## config.mk

```make
export PLATFORM = sky130hd
export DESIGN_NAME = hci_uart_receive_deframer_flat
export DESIGN_NICKNAME = d
export VERILOG_FILES = /design/src/hcid_pkg.sv /design/src/hcid_if.sv /design/src/hcid_cfg_regs.sv /design/src/hcid_in_stage.sv /design/src/hcid_parser.sv /design/src/hcid_out_stage.sv /design/src/hci_uart_receive_deframer.sv /design/src/flat_wrapper.sv
export SDC_FILE = /design/constraint.sdc
export NUM_CORES = 1
export LEC_CHECK = 0
export ABC_AREA = 0
export BUFFER_PORTS_ARGS = -buffer_cell sky130_fd_sc_hd__buf_4
export CORE_UTILIZATION = 59
export CTS_BUF_LIST = sky130_fd_sc_hd__clkbuf_8
export DETAILED_ROUTE_END_ITERATION = 8
export GPL_ROUTABILITY_DRIVEN = 0
export PLACE_DENSITY = 0.92
export SLEW_MARGIN = 20
export SYNTH_ARGS = -nofsm -noshare
export SYNTH_HDL_FRONTEND = slang
export SYNTH_HIERARCHICAL = 1
export SYNTH_SLANG_ARGS = --single-unit
```

## constraint.sdc

```tcl
create_clock -name clk -period 5.85 [get_ports clk]
set_input_delay 0.585 -clock clk [delete_from_list [all_inputs] [get_ports clk]]
set_output_delay 0.585 -clock clk [all_outputs]
set_load 0.02 [all_outputs]
```

## src/hcid_pkg.sv

```systemverilog
// Package for the HCI H4 UART receive deframer.
// Holds the item and result types, the parse phase codes and protocol constants.
// No dependencies; every other file of the block but hcid_if imports it.
package hcid_pkg;

  // H4 packet type bytes and event codes that carry command credits.
  localparam logic [7:0] TYPE_EVENT       = 8'h04;
  localparam logic [7:0] TYPE_ACL         = 8'h02;
  localparam logic [7:0] EVT_CMD_COMPLETE = 8'h0E;
  localparam logic [7:0] EVT_CMD_STATUS   = 8'h0F;

  // Reset value of the ACL length limit.
  localparam logic [15:0] MAX_ACL_LEN_RST = 16'd1021;

  // Configuration port geometry.
  localparam int CFG_ADDR_W = 3;
  localparam int CFG_DATA_W = 32;
  localparam logic [CFG_ADDR_W-1:0] REG_MAX_ACL_LEN = 3'd0;

  // Role of a reported byte.
  localparam logic [3:0] ROLE_TYPE      = 4'd0;
  localparam logic [3:0] ROLE_EVT_CODE  = 4'd1;
  localparam logic [3:0] ROLE_EVT_LEN   = 4'd2;
  localparam logic [3:0] ROLE_EVT_PARAM = 4'd3;
  localparam logic [3:0] ROLE_HANDLE_LO = 4'd4;
  localparam logic [3:0] ROLE_HANDLE_HI = 4'd5;
  localparam logic [3:0] ROLE_LEN_LO    = 4'd6;
  localparam logic [3:0] ROLE_LEN_HI    = 4'd7;
  localparam logic [3:0] ROLE_ACL_DATA  = 4'd8;
  localparam logic [3:0] ROLE_DROPPED   = 4'd9;
  localparam logic [3:0] ROLE_SEND      = 4'd10;

  // Packet kinds.
  localparam logic [1:0] KIND_NONE  = 2'd0;
  localparam logic [1:0] KIND_EVENT = 2'd1;
  localparam logic [1:0] KIND_ACL   = 2'd2;

  // Error codes.
  localparam logic [1:0] ERR_NONE     = 2'd0;
  localparam logic [1:0] ERR_BAD_TYPE = 2'd1;
  localparam logic [1:0] ERR_ACL_LEN  = 2'd2;

  // Parser phases, one-hot.
  typedef enum logic [8:0] {
    PH_TYPE      = 9'b000000001,
    PH_EVT_CODE  = 9'b000000010,
    PH_EVT_LEN   = 9'b000000100,
    PH_EVT_PARAM = 9'b000001000,
    PH_H_LO      = 9'b000010000,
    PH_H_HI      = 9'b000100000,
    PH_L_LO      = 9'b001000000,
    PH_L_HI      = 9'b010000000,
    PH_ACL_DATA  = 9'b100000000
  } phase_t;

  // One input transaction.
  typedef struct packed {
    logic       cmd;
    logic [7:0] rx_byte;
  } item_t;

  // One result transaction.
  typedef struct packed {
    logic [3:0]  byte_role;
    logic [7:0]  data_byte;
    logic [15:0] byte_index;
    logic [1:0]  packet_kind;
    logic [7:0]  pkt_event;
    logic [15:0] acl_handle;
    logic [15:0] payload_length;
    logic        last;
    logic [1:0]  error;
    logic [7:0]  credits;
    logic        send_granted;
  } result_t;

  // Handoff from the input register to the parser.
  typedef struct packed {
    logic  vld;
    item_t item;
  } stage_t;

endpackage

```

## src/hcid_if.sv

```systemverilog
// Valid/ready channel interfaces for the HCI H4 receive deframer.
// Depends on nothing; the field widths follow the block's item and result layout.
interface hcid_in_if;
  logic       valid;
  logic       ready;
  logic       cmd;
  logic [7:0] rx_byte;

  modport source (output valid, cmd, rx_byte, input ready);
  modport sink   (input valid, cmd, rx_byte, output ready);
endinterface

interface hcid_out_if;
  logic        valid;
  logic        ready;
  logic [3:0]  byte_role;
  logic [7:0]  data_byte;
  logic [15:0] byte_index;
  logic [1:0]  packet_kind;
  logic [7:0]  pkt_event;
  logic [15:0] acl_handle;
  logic [15:0] payload_length;
  logic        last;
  logic [1:0]  error;
  logic [7:0]  credits;
  logic        send_granted;

  modport source (output valid, byte_role, data_byte, byte_index, packet_kind, pkt_event,
                  acl_handle, payload_length, last, error, credits, send_granted,
                  input ready);
  modport sink   (input valid, byte_role, data_byte, byte_index, packet_kind, pkt_event,
                  acl_handle, payload_length, last, error, credits, send_granted,
                  output ready);
endinterface

```

## src/hcid_cfg_regs.sv

```systemverilog
// APB-style configuration register file of the HCI H4 receive deframer.
// Holds the ACL length limit; depends on hcid_pkg.
module hcid_cfg_regs
  import hcid_pkg::*;
(
  input  logic                  clk,
  input  logic                  rst_n,
  input  logic                  psel,
  input  logic                  penable,
  input  logic                  pwrite,
  input  logic [CFG_ADDR_W-1:0] paddr,
  input  logic [CFG_DATA_W-1:0] pwdata,
  output logic [CFG_DATA_W-1:0] prdata,
  output logic                  pready,
  output logic [15:0]           max_acl_len
);

  logic [15:0] max_len_r;
  logic        sel_len;
  logic        wr_en;

  // Only word-aligned register zero exists; low address bits are ignored.
  assign sel_len = (paddr[CFG_ADDR_W-1:2] == REG_MAX_ACL_LEN[CFG_ADDR_W-1:2]);
  assign wr_en   = psel && penable && pwrite && pready;
  assign pready  = 1'b1;

  // Register write in the access phase.
  always_ff @(posedge clk) begin
    if (!rst_n) begin
      max_len_r <= MAX_ACL_LEN_RST;
    end else if (wr_en && sel_len) begin
      max_len_r <= pwdata[15:0];
    end
  end

  // Read data mux.
  always_comb begin
    prdata = '0;
    if (sel_len) begin
      prdata = {{(CFG_DATA_W-16){1'b0}}, max_len_r};
    end
  end

  assign max_acl_len = max_len_r;

endmodule

```

## src/hcid_in_stage.sv

```systemverilog
// Input register of the HCI H4 receive deframer.
// Captures one transaction per cycle while the downstream stage advances; uses hcid_pkg.
module hcid_in_stage
  import hcid_pkg::*;
(
  input  logic    clk,
  input  logic    rst_n,
  hcid_in_if.sink in_ch,
  input  logic    advance,
  output stage_t  stage
);

  logic  vld_r;
  item_t item_r;
  logic  take;

  // Accept whenever the register is empty or drains this cycle.
  assign in_ch.ready = !vld_r || advance;
  assign take        = in_ch.valid && in_ch.ready;

  // Valid flag.
  always_ff @(posedge clk) begin
    if (!rst_n) begin
      vld_r <= 1'b0;
    end else if (in_ch.ready) begin
      vld_r <= in_ch.valid;
    end
  end

  // Payload capture.
  always_ff @(posedge clk) begin
    if (take) begin
      item_r.cmd     <= in_ch.cmd;
      item_r.rx_byte <= in_ch.rx_byte;
    end
  end

  assign stage.vld  = vld_r;
  assign stage.item = item_r;

endmodule

```

## src/hcid_parser.sv

```systemverilog
// H4 packet parser and command credit counter of the HCI receive deframer.
// Holds the parse state and computes one result per step; uses hcid_pkg.
module hcid_parser
  import hcid_pkg::*;
(
  input  logic        clk,
  input  logic        rst_n,
  input  logic        step,
  input  item_t       item,
  input  logic [15:0] max_acl_len,
  output result_t     res
);

  phase_t      phase_r,   phase_nxt;
  logic [1:0]  kind_r,    kind_nxt;
  logic [7:0]  event_r,   event_nxt;
  logic [15:0] handle_r,  handle_nxt;
  logic [15:0] len_r,     len_nxt;
  logic [15:0] seen_r,    seen_nxt;
  logic [7:0]  credit_r,  credit_nxt;
  logic [7:0]  pend_r,    pend_nxt;
  logic        pend_vld_r, pend_vld_nxt;
  logic        fin;
  logic [7:0]  b;

  assign b = item.rx_byte;

  // Next state and result for the item in the input register.
  always_comb begin
    phase_nxt    = phase_r;
    kind_nxt     = kind_r;
    event_nxt    = event_r;
    handle_nxt   = handle_r;
    len_nxt      = len_r;
    seen_nxt     = seen_r;
    credit_nxt   = credit_r;
    pend_nxt     = pend_r;
    pend_vld_nxt = pend_vld_r;
    fin          = 1'b0;
    res          = '0;

    if (item.cmd) begin
      // Send request: take a credit if one is left.
      if (credit_r != 8'd0) begin
        credit_nxt       = credit_r - 8'd1;
        res.send_granted = 1'b1;
      end
      res.byte_role = ROLE_SEND;
      res.credits   = credit_nxt;
    end else begin
      res.data_byte = b;
      case (phase_r)
        PH_TYPE: begin
          event_nxt    = '0;
          handle_nxt   = '0;
          len_nxt      = '0;
          seen_nxt     = '0;
          pend_vld_nxt = 1'b0;
          if (b == TYPE_EVENT) begin
            kind_nxt      = KIND_EVENT;
            phase_nxt     = PH_EVT_CODE;
            res.byte_role = ROLE_TYPE;
          end else if (b == TYPE_ACL) begin
            kind_nxt      = KIND_ACL;
            phase_nxt     = PH_H_LO;
            res.byte_role = ROLE_TYPE;
          end else begin
            kind_nxt      = KIND_NONE;
            res.byte_role = ROLE_DROPPED;
            res.error     = ERR_BAD_TYPE;
          end
        end
        PH_EVT_CODE: begin
          event_nxt     = b;
          res.byte_role = ROLE_EVT_CODE;
          phase_nxt     = PH_EVT_LEN;
        end
        PH_EVT_LEN: begin
          len_nxt       = {8'd0, b};
          res.byte_role = ROLE_EVT_LEN;
          if (b == 8'd0) begin
            fin = 1'b1;
          end else begin
            phase_nxt = PH_EVT_PARAM;
          end
        end
        PH_EVT_PARAM: begin
          res.byte_role  = ROLE_EVT_PARAM;
          res.byte_index = seen_r;
          // Credit field: parameter 0 of Command Complete, 1 of Command Status.
          if ((event_r == EVT_CMD_COMPLETE && seen_r == 16'd0) ||
              (event_r == EVT_CMD_STATUS && seen_r == 16'd1)) begin
            pend_nxt     = b;
            pend_vld_nxt = 1'b1;
          end
          seen_nxt = seen_r + 16'd1;
          fin      = (seen_nxt >= len_r);
        end
        PH_H_LO: begin
          handle_nxt    = {8'd0, b};
          res.byte_role = ROLE_HANDLE_LO;
          phase_nxt     = PH_H_HI;
        end
        PH_H_HI: begin
          handle_nxt    = {b, handle_r[7:0]};
          res.byte_role = ROLE_HANDLE_HI;
          phase_nxt     = PH_L_LO;
        end
        PH_L_LO: begin
          len_nxt       = {8'd0, b};
          res.byte_role = ROLE_LEN_LO;
          phase_nxt     = PH_L_HI;
        end
        PH_L_HI: begin
          len_nxt       = {b, len_r[7:0]};
          res.byte_role = ROLE_LEN_HI;
          if (len_nxt > max_acl_len) begin
            // Oversized packet: flag it and hunt for the next type byte.
            res.error    = ERR_ACL_LEN;
            pend_vld_nxt = 1'b0;
            phase_nxt    = PH_TYPE;
          end else if (len_nxt == 16'd0) begin
            fin = 1'b1;
          end else begin
            phase_nxt = PH_ACL_DATA;
          end
        end
        PH_ACL_DATA: begin
          res.byte_role  = ROLE_ACL_DATA;
          res.byte_index = seen_r;
          seen_nxt       = seen_r + 16'd1;
          fin            = (seen_nxt >= len_r);
        end
        default: begin
          phase_nxt     = PH_TYPE;
          res.byte_role = ROLE_DROPPED;
        end
      endcase

      // End of packet: apply a pending credit reload.
      if (fin) begin
        if (pend_vld_nxt) begin
          credit_nxt = pend_nxt;
        end
        pend_vld_nxt = 1'b0;
        phase_nxt    = PH_TYPE;
      end

      res.packet_kind    = kind_nxt;
      res.pkt_event      = event_nxt;
      res.acl_handle     = handle_nxt;
      res.payload_length = len_nxt;
      res.last           = fin;
      res.credits        = credit_nxt;
    end
  end

  // Control state.
  always_ff @(posedge clk) begin
    if (!rst_n) begin
      phase_r    <= PH_TYPE;
      kind_r     <= KIND_NONE;
      event_r    <= '0;
      handle_r   <= '0;
      len_r      <= '0;
      seen_r     <= '0;
      credit_r   <= 8'd1;
      pend_r     <= '0;
      pend_vld_r <= 1'b0;
    end else if (step) begin
      phase_r    <= phase_nxt;
      kind_r     <= kind_nxt;
      event_r    <= event_nxt;
      handle_r   <= handle_nxt;
      len_r      <= len_nxt;
      seen_r     <= seen_nxt;
      credit_r   <= credit_nxt;
      pend_r     <= pend_nxt;
      pend_vld_r <= pend_vld_nxt;
    end
  end

  // A pending reload never survives into the wait for a new packet.
  a_no_pend_at_type: assert property (@(posedge clk) disable iff (!rst_n)
    (phase_r == PH_TYPE) |-> !pend_vld_r)
    else $error("pending credit valid while waiting for a type byte");

  // A refused send leaves the credit count at zero.
  a_refused_stays_zero: assert property (@(posedge clk) disable iff (!rst_n)
    (step && item.cmd && credit_r == 8'd0) |=> (credit_r == 8'd0))
    else $error("credit count moved after a refused send");

  // Received bytes never change the credits except at the end of a packet.
  a_credit_only_at_end: assert property (@(posedge clk) disable iff (!rst_n)
    (step && !item.cmd && !fin) |=> $stable(credit_r))
    else $error("credit count changed in the middle of a packet");

  // Parameter and payload indexes start from zero after a type byte.
  a_seen_cleared: assert property (@(posedge clk) disable iff (!rst_n)
    (step && !item.cmd && phase_r == PH_TYPE) |=> (seen_r == 16'd0))
    else $error("byte counter not cleared by a type byte");

endmodule

```

## src/hcid_out_stage.sv

```systemverilog
// Result register of the HCI H4 receive deframer.
// Holds one finished result until the sink takes it; uses hcid_pkg.
module hcid_out_stage
  import hcid_pkg::*;
(
  input  logic        clk,
  input  logic        rst_n,
  input  logic        load,
  input  result_t     res,
  output logic        advance,
  hcid_out_if.source  out_ch
);

  logic    vld_r;
  result_t res_r;

  // The register can take a new result when empty or being drained.
  assign advance = !vld_r || out_ch.ready;

  // Valid flag.
  always_ff @(posedge clk) begin
    if (!rst_n) begin
      vld_r <= 1'b0;
    end else if (advance) begin
      vld_r <= load;
    end
  end

  // Payload capture.
  always_ff @(posedge clk) begin
    if (load && advance) begin
      res_r <= res;
    end
  end

  assign out_ch.valid          = vld_r;
  assign out_ch.byte_role      = res_r.byte_role;
  assign out_ch.data_byte      = res_r.data_byte;
  assign out_ch.byte_index     = res_r.byte_index;
  assign out_ch.packet_kind    = res_r.packet_kind;
  assign out_ch.pkt_event      = res_r.pkt_event;
  assign out_ch.acl_handle     = res_r.acl_handle;
  assign out_ch.payload_length = res_r.payload_length;
  assign out_ch.last           = res_r.last;
  assign out_ch.error          = res_r.error;
  assign out_ch.credits        = res_r.credits;
  assign out_ch.send_granted   = res_r.send_granted;

endmodule

```

## src/hci_uart_receive_deframer.sv

```systemverilog
// Receive deframer for the Bluetooth HCI H4 UART transport with command credit tracking.
// Each input transaction is one received UART byte or one host request to send a command,
// and each yields exactly one result transaction: the byte's role, index, packet kind,
// header fields, end-of-packet flag, error code and the credit count. The block takes one
// transaction per clock while the result sink keeps up; each passes the input register,
// the single pass of parse logic and the result register. Credits start at one, reload at
// the end of a Command Complete or Command Status event, and drop by one per granted send.
// Depends on hcid_pkg, hcid_if, hcid_cfg_regs, hcid_in_stage, hcid_parser, hcid_out_stage.
module hci_uart_receive_deframer
  import hcid_pkg::*;
(
  input  logic                  clk,
  input  logic                  rst_n,
  hcid_in_if.sink               in_ch,
  hcid_out_if.source            out_ch,
  input  logic                  cfg_psel,
  input  logic                  cfg_penable,
  input  logic                  cfg_pwrite,
  input  logic [CFG_ADDR_W-1:0] cfg_paddr,
  input  logic [CFG_DATA_W-1:0] cfg_pwdata,
  output logic [CFG_DATA_W-1:0] cfg_prdata,
  output logic                  cfg_pready
);

  logic [15:0] max_acl_len;
  logic        advance;
  logic        step;
  stage_t      stage;
  result_t     res;

  // Configuration registers.
  hcid_cfg_regs u_cfg (
    .clk         (clk),
    .rst_n       (rst_n),
    .psel        (cfg_psel),
    .penable     (cfg_penable),
    .pwrite      (cfg_pwrite),
    .paddr       (cfg_paddr),
    .pwdata      (cfg_pwdata),
    .prdata      (cfg_prdata),
    .pready      (cfg_pready),
    .max_acl_len (max_acl_len)
  );

  // Input register.
  hcid_in_stage u_in (
    .clk     (clk),
    .rst_n   (rst_n),
    .in_ch   (in_ch),
    .advance (advance),
    .stage   (stage)
  );

  // The parser steps when an item is held and the result register can take it.
  assign step = stage.vld && advance;

  hcid_parser u_parse (
    .clk         (clk),
    .rst_n       (rst_n),
    .step        (step),
    .item        (stage.item),
    .max_acl_len (max_acl_len),
    .res         (res)
  );

  // Result register.
  hcid_out_stage u_out (
    .clk     (clk),
    .rst_n   (rst_n),
    .load    (stage.vld),
    .res     (res),
    .advance (advance),
    .out_ch  (out_ch)
  );

endmodule

```

## src/flat_wrapper.sv

```systemverilog
// flat-port wrapper written by rule: the top's interface ports become plain ports
module hci_uart_receive_deframer_flat import hcid_pkg::*;
  (clk, rst_n, cfg_psel, cfg_penable, cfg_pwrite, cfg_paddr, cfg_pwdata, cfg_prdata, cfg_pready, in_ch_valid, in_ch_cmd, in_ch_rx_byte, in_ch_ready, out_ch_valid, out_ch_byte_role, out_ch_data_byte, out_ch_byte_index, out_ch_packet_kind, out_ch_pkt_event, out_ch_acl_handle, out_ch_payload_length, out_ch_last, out_ch_error, out_ch_credits, out_ch_send_granted, out_ch_ready);
  hcid_in_if in_ch_i ();
  hcid_out_if out_ch_i ();
  input  logic clk;
  input  logic rst_n;
  input  logic cfg_psel;
  input  logic cfg_penable;
  input  logic cfg_pwrite;
  input  logic [CFG_ADDR_W-1:0] cfg_paddr;
  input  logic [CFG_DATA_W-1:0] cfg_pwdata;
  output logic [CFG_DATA_W-1:0] cfg_prdata;
  output logic cfg_pready;
  input wire logic [$bits(in_ch_i.valid)-1:0] in_ch_valid;
  input wire logic [$bits(in_ch_i.cmd)-1:0] in_ch_cmd;
  input wire logic [$bits(in_ch_i.rx_byte)-1:0] in_ch_rx_byte;
  output wire logic [$bits(in_ch_i.ready)-1:0] in_ch_ready;
  output wire logic [$bits(out_ch_i.valid)-1:0] out_ch_valid;
  output wire logic [$bits(out_ch_i.byte_role)-1:0] out_ch_byte_role;
  output wire logic [$bits(out_ch_i.data_byte)-1:0] out_ch_data_byte;
  output wire logic [$bits(out_ch_i.byte_index)-1:0] out_ch_byte_index;
  output wire logic [$bits(out_ch_i.packet_kind)-1:0] out_ch_packet_kind;
  output wire logic [$bits(out_ch_i.pkt_event)-1:0] out_ch_pkt_event;
  output wire logic [$bits(out_ch_i.acl_handle)-1:0] out_ch_acl_handle;
  output wire logic [$bits(out_ch_i.payload_length)-1:0] out_ch_payload_length;
  output wire logic [$bits(out_ch_i.last)-1:0] out_ch_last;
  output wire logic [$bits(out_ch_i.error)-1:0] out_ch_error;
  output wire logic [$bits(out_ch_i.credits)-1:0] out_ch_credits;
  output wire logic [$bits(out_ch_i.send_granted)-1:0] out_ch_send_granted;
  input wire logic [$bits(out_ch_i.ready)-1:0] out_ch_ready;
  assign in_ch_i.valid = in_ch_valid;
  assign in_ch_i.cmd = in_ch_cmd;
  assign in_ch_i.rx_byte = in_ch_rx_byte;
  assign in_ch_ready = in_ch_i.ready;
  assign out_ch_valid = out_ch_i.valid;
  assign out_ch_byte_role = out_ch_i.byte_role;
  assign out_ch_data_byte = out_ch_i.data_byte;
  assign out_ch_byte_index = out_ch_i.byte_index;
  assign out_ch_packet_kind = out_ch_i.packet_kind;
  assign out_ch_pkt_event = out_ch_i.pkt_event;
  assign out_ch_acl_handle = out_ch_i.acl_handle;
  assign out_ch_payload_length = out_ch_i.payload_length;
  assign out_ch_last = out_ch_i.last;
  assign out_ch_error = out_ch_i.error;
  assign out_ch_credits = out_ch_i.credits;
  assign out_ch_send_granted = out_ch_i.send_granted;
  assign out_ch_i.ready = out_ch_ready;
  hci_uart_receive_deframer u_core (.clk(clk), .rst_n(rst_n), .in_ch(in_ch_i), .out_ch(out_ch_i), .cfg_psel(cfg_psel), .cfg_penable(cfg_penable), .cfg_pwrite(cfg_pwrite), .cfg_paddr(cfg_paddr), .cfg_pwdata(cfg_pwdata), .cfg_prdata(cfg_prdata), .cfg_pready(cfg_pready));
endmodule
```

==> key figures <==
Worst setup path
  • R2r startpoint: u_core/u_parse/seen_r[0]
  • Reg2Reg Setup Slack: 1.20 ns
  • Reg-to-Reg End: u_core/u_out/out_ch.credits[2]
  • Startpoint types: flop
  • Critical path, cell by cell: nand3_1 > or4_1 > nor2_1 > and3_1 > and3_1 > xor2_1 > ha_1 > a21oi_1 > o21ai_0 > or3_1 > a221o_2 > o21ai_2 > mux2i_1 > o21ai_1
  • CP arrival: 4.87 ns
  • Endpoint type of the worst setup path: flop
  • Worst setup path category: flop to flop
  • Critical path fanouts, max: 10
  • R2r worst-path depth: 14
  • Largest stage delay, worst path: 0.61 ns
  • Worst path slowest cell: or4_1
  • Crit path required time: 6.06 ns
  • CP startpoint: u_core/u_parse/seen_r[0]
  • Most used cell along the critical path: and3_1

Power and ir drop
  • Pleak: 0.00430 uW
  • Clock share of power: 0.314
  • P_int: 1850 uW
  • Sequential share of power: 0.584
  • Logic gate share of total power: 0.102
  • Switch Pwr: 654 uW
  • Switching share of power: 0.261
  • Tot Pwr: 2510 uW
  • Peak supply drop: 0.148 mV
  • Pwr Density: 224 nW/um2

Synthesis
  • Top_reg_cell synth: dfxtp_1
  • Mux share of post-synthesis cell area: 0.0365
  • Number of enable flip-flop cells after synthesis: 91
  • Synth top area share: 0.277
  • Synth unique cells: 73
  • Mean Syn Cell Area: 9.99 um2
  • Synth Area in Adders: 0.0469
  • Compound-Gate Fraction of Synth Area: 0.142
  • Asr flop ratio synth: 0
  • XOR/XNOR share of the synthesized area: 0.0151
  • Post-synth top area cell: edfxtp_1
  • Seq cells post-synth: 193
  • Post-Synth Simple-Gate Area: 0.214
  • Synth warn: 6
  • Post-synthesis sequential area ratio: 0.484
  • Largest cells by area after synthesis: edfxtp_1 28%, dfxtp_1 21%, nor2b_1 6.5%
  • Syn Inst Count: 987
  • Largest family of logic cells by synthesized area: simple AND/OR/NAND/NOR gates
  • Synth Cell Area: 9860 um2
  • Synth top cells by count: 102 x dfxtp_1, 102 x nor2b_1, 91 x edfxtp_1

Cells and area
  • Antenna fix cells: 0
  • Fin util: 0.695
  • Post-layout nets: 1168
  • Area Growth Syn to Fin: 13.6%
  • Share of layout cells above drive strength 1: 0.193

Status
  • Status: finished clean

Timing
  • Fmax: 0.215 GHz
  • Max-Slew Margin vs Limit: 0.252
  • Post-route setup TNS: 0 ns
  • Endpoints failing hold: 0
  • Final setup viols: 0
  • RSZ-0062 raised after global routing: false
  • Setup ws final: 1.20 ns
  • Layout Skew: 0.0121 ns
  • Final Critical Period: 4.65 ns
  • Fin crit share: 0.796
  • Transition time at the pin with the least slew margin: 1.11 ns
  • Max Slew Vio Count: 0

Routing
  • Drt total wl: 22200 um
  • Vias/cell: 5.94
  • DR vias: 7779
  • DR pass1 iterations: 7
  • # DRC: 0
  • Post-DRT Antenna Nets: 0
  • DRT iter0 DRCs: 790
  • Avg WL per Cell: 17.0 um

Hold path
  • Min-Delay Endpoint: u_core/u_in/stage[4]
  • Hold/Removal Path Class: input port to flop
  • Start point of the worst min-delay path: in_ch_rx_byte[4]
  • Hold path depth: 1

Die
  • IO Pins: 168
  • Initial Util: 0.612
  • Die span in x: 131 um
  • Core ar.: 16100 um2
  • Die area: 17200 um2
  • Site Rows: 46
  • Die Y: 131 um

Clocking
  • Clock Tree Root: clkbuf_8
  • Worst-path clk slew: 0.09 ns
  • Hold buffers post-CTS: 0
  • TritonCTS clock tree: done
  • CTS Buffer Depth: 2
  • Htree depth: 4
  • Post-CTS resize count: 0
  • Post-CTS Setup Inserts: 0
  • Clk sinks: 193
  • Skew-Pair Late Insertion Delay: 0.48 ns
  • CTS Buf Count: 17

Global routing
  • Initial antenna violation count: 0
  • Gr usage total: 0.259
  • Vias in the first global route: 7178
  • Largest net degree at the start of global routing: 128
  • First-pass GRT wire length: 35700 um
  • Global route overflow: 0

Place
  • Post-place setup slack: 1.27 ns
  • DP HPWL: 15000 um
  • Port Buffers: 132

Flow run
  • Max-Cap Viols: 0
## how the worst max path moves through the flow
stage | endpoint | slack, ns | depth (start not counted)
3_5_place_dp | u_core/u_out/out_ch.credits[2] | 1.27 | 14
3_3_place_gp | u_core/u_out/out_ch.credits[2] | 1.41 | 14
5_1_grt | u_core/u_out/out_ch.credits[2] | 0.94 | 15
2_1_floorplan | u_core/u_out/out_ch.credits[2] | 1.76 | 14
4_1_cts | u_core/u_out/out_ch.credits[2] | 1.23 | 14
6_report | u_core/u_out/out_ch.credits[2] | 1.20 | 14
## flip-flops by register name, indices dropped and copies added (netlist names), 9 cells and up
name / flops
u_core/u_parse/phase_r: 9
u_core/u_parse/len_r: 16
u_core/u_out/out_ch.payload_length: 16
u_core/u_out/out_ch.byte_index: 16
u_core/u_parse/seen_r: 16
u_core/u_out/out_ch.acl_handle: 16
u_core/u_parse/handle_r: 16
u_core/u_cfg/max_acl_len: 16
u_core/u_in/stage: 9
## through the flow
step	hold slack (ns)	area, um2	cells
finish	0.280	11200	1309
global route	0.248	11200	1309
CTS	0.255	11200	1309
detailed placement	0.473	10800	1277
global placement	0.461	10800	1277
floorplan	0.443	9920	1002
## cell families (layout without fill, tap and decap cells)
kind of cell	after synthesis	in the layout
AND/OR/NAND/NOR	376	376
AO/OA/AOI/OAI	197	197
flip-flops	193	193
buffers and inverters	130	221
adder cells (fa/ha/maj)	37	37
multiplexers	35	35
XOR/XNOR	17	17
other	2	17
## power by group through the flow
stage | combinational, uW | clock (uW) | sequential, uW
finish | 256 | 786 | 1460
global route | 273 | 855 | 1470
CTS | 254 | 798 | 1470
detailed placement | 254 | 0 | 1500
global placement | 249 | 0 | 1500
floorplan | 140 | 0 | 1520
## cell type report
| cell class | instances | area [um2] |
|---|---|---|
| fill | 1198 | 4910 |
| sequential | 193 | 4770 |
| multi-input combinational | 679 | 4550 |
| timing repair buffer | 144 | 1080 |
| tap | 216 | 270 |
| clock buffer | 18 | 248 |
| inverter | 45 | 169 |
| clock inverter | 14 | 108 |
## layer usage
| layer | global-route usage | routed length, um | vias to the layer above |
|---|---|---|---|
| met5 | 0 | 0 | - |
| met4 | 0.119 | 658 | 0 |
| met2 | 0.410 | 10500 | 397 |
| met1 | 0.331 | 9130 | 3640 |
| li1 | - | - | 3687 |
| met3 | 0.0660 | 1990 | 55 |
## critical path: cells and delay by family, from the launching register on
family | cells | cell delay (ns)
muxes | 1 | 0.28
AOI/OAI and AO/OA | 5 | 1.21
adders and majority gates | 1 | 0.29
xor gates and xnor gates | 1 | 0.23
DFF | 1 | 0.49
and+or+nand+nor | 6 | 1.88
## layout by cell type (no fill, tap or decap), drive strengths merged, types with 7 or more instances in the layout
cell    count
a21boi      7
nor2b     102
a21oi      33
nor3b       7
clkinv      8
ha         37
buf       144
mux2i      30
nand4      12
and3       20
o21ai      32
xnor2       7
nand2b      9
and2       11
dfxtp     102
a22oi      83
nor3       20
inv        49
conb       17
xor2       10
edfxtp     91
nand2      60
nor2       72
clkbuf     18
nor4       11
nand3      24
Note: power is estimated with default switching activity, not from simulation.
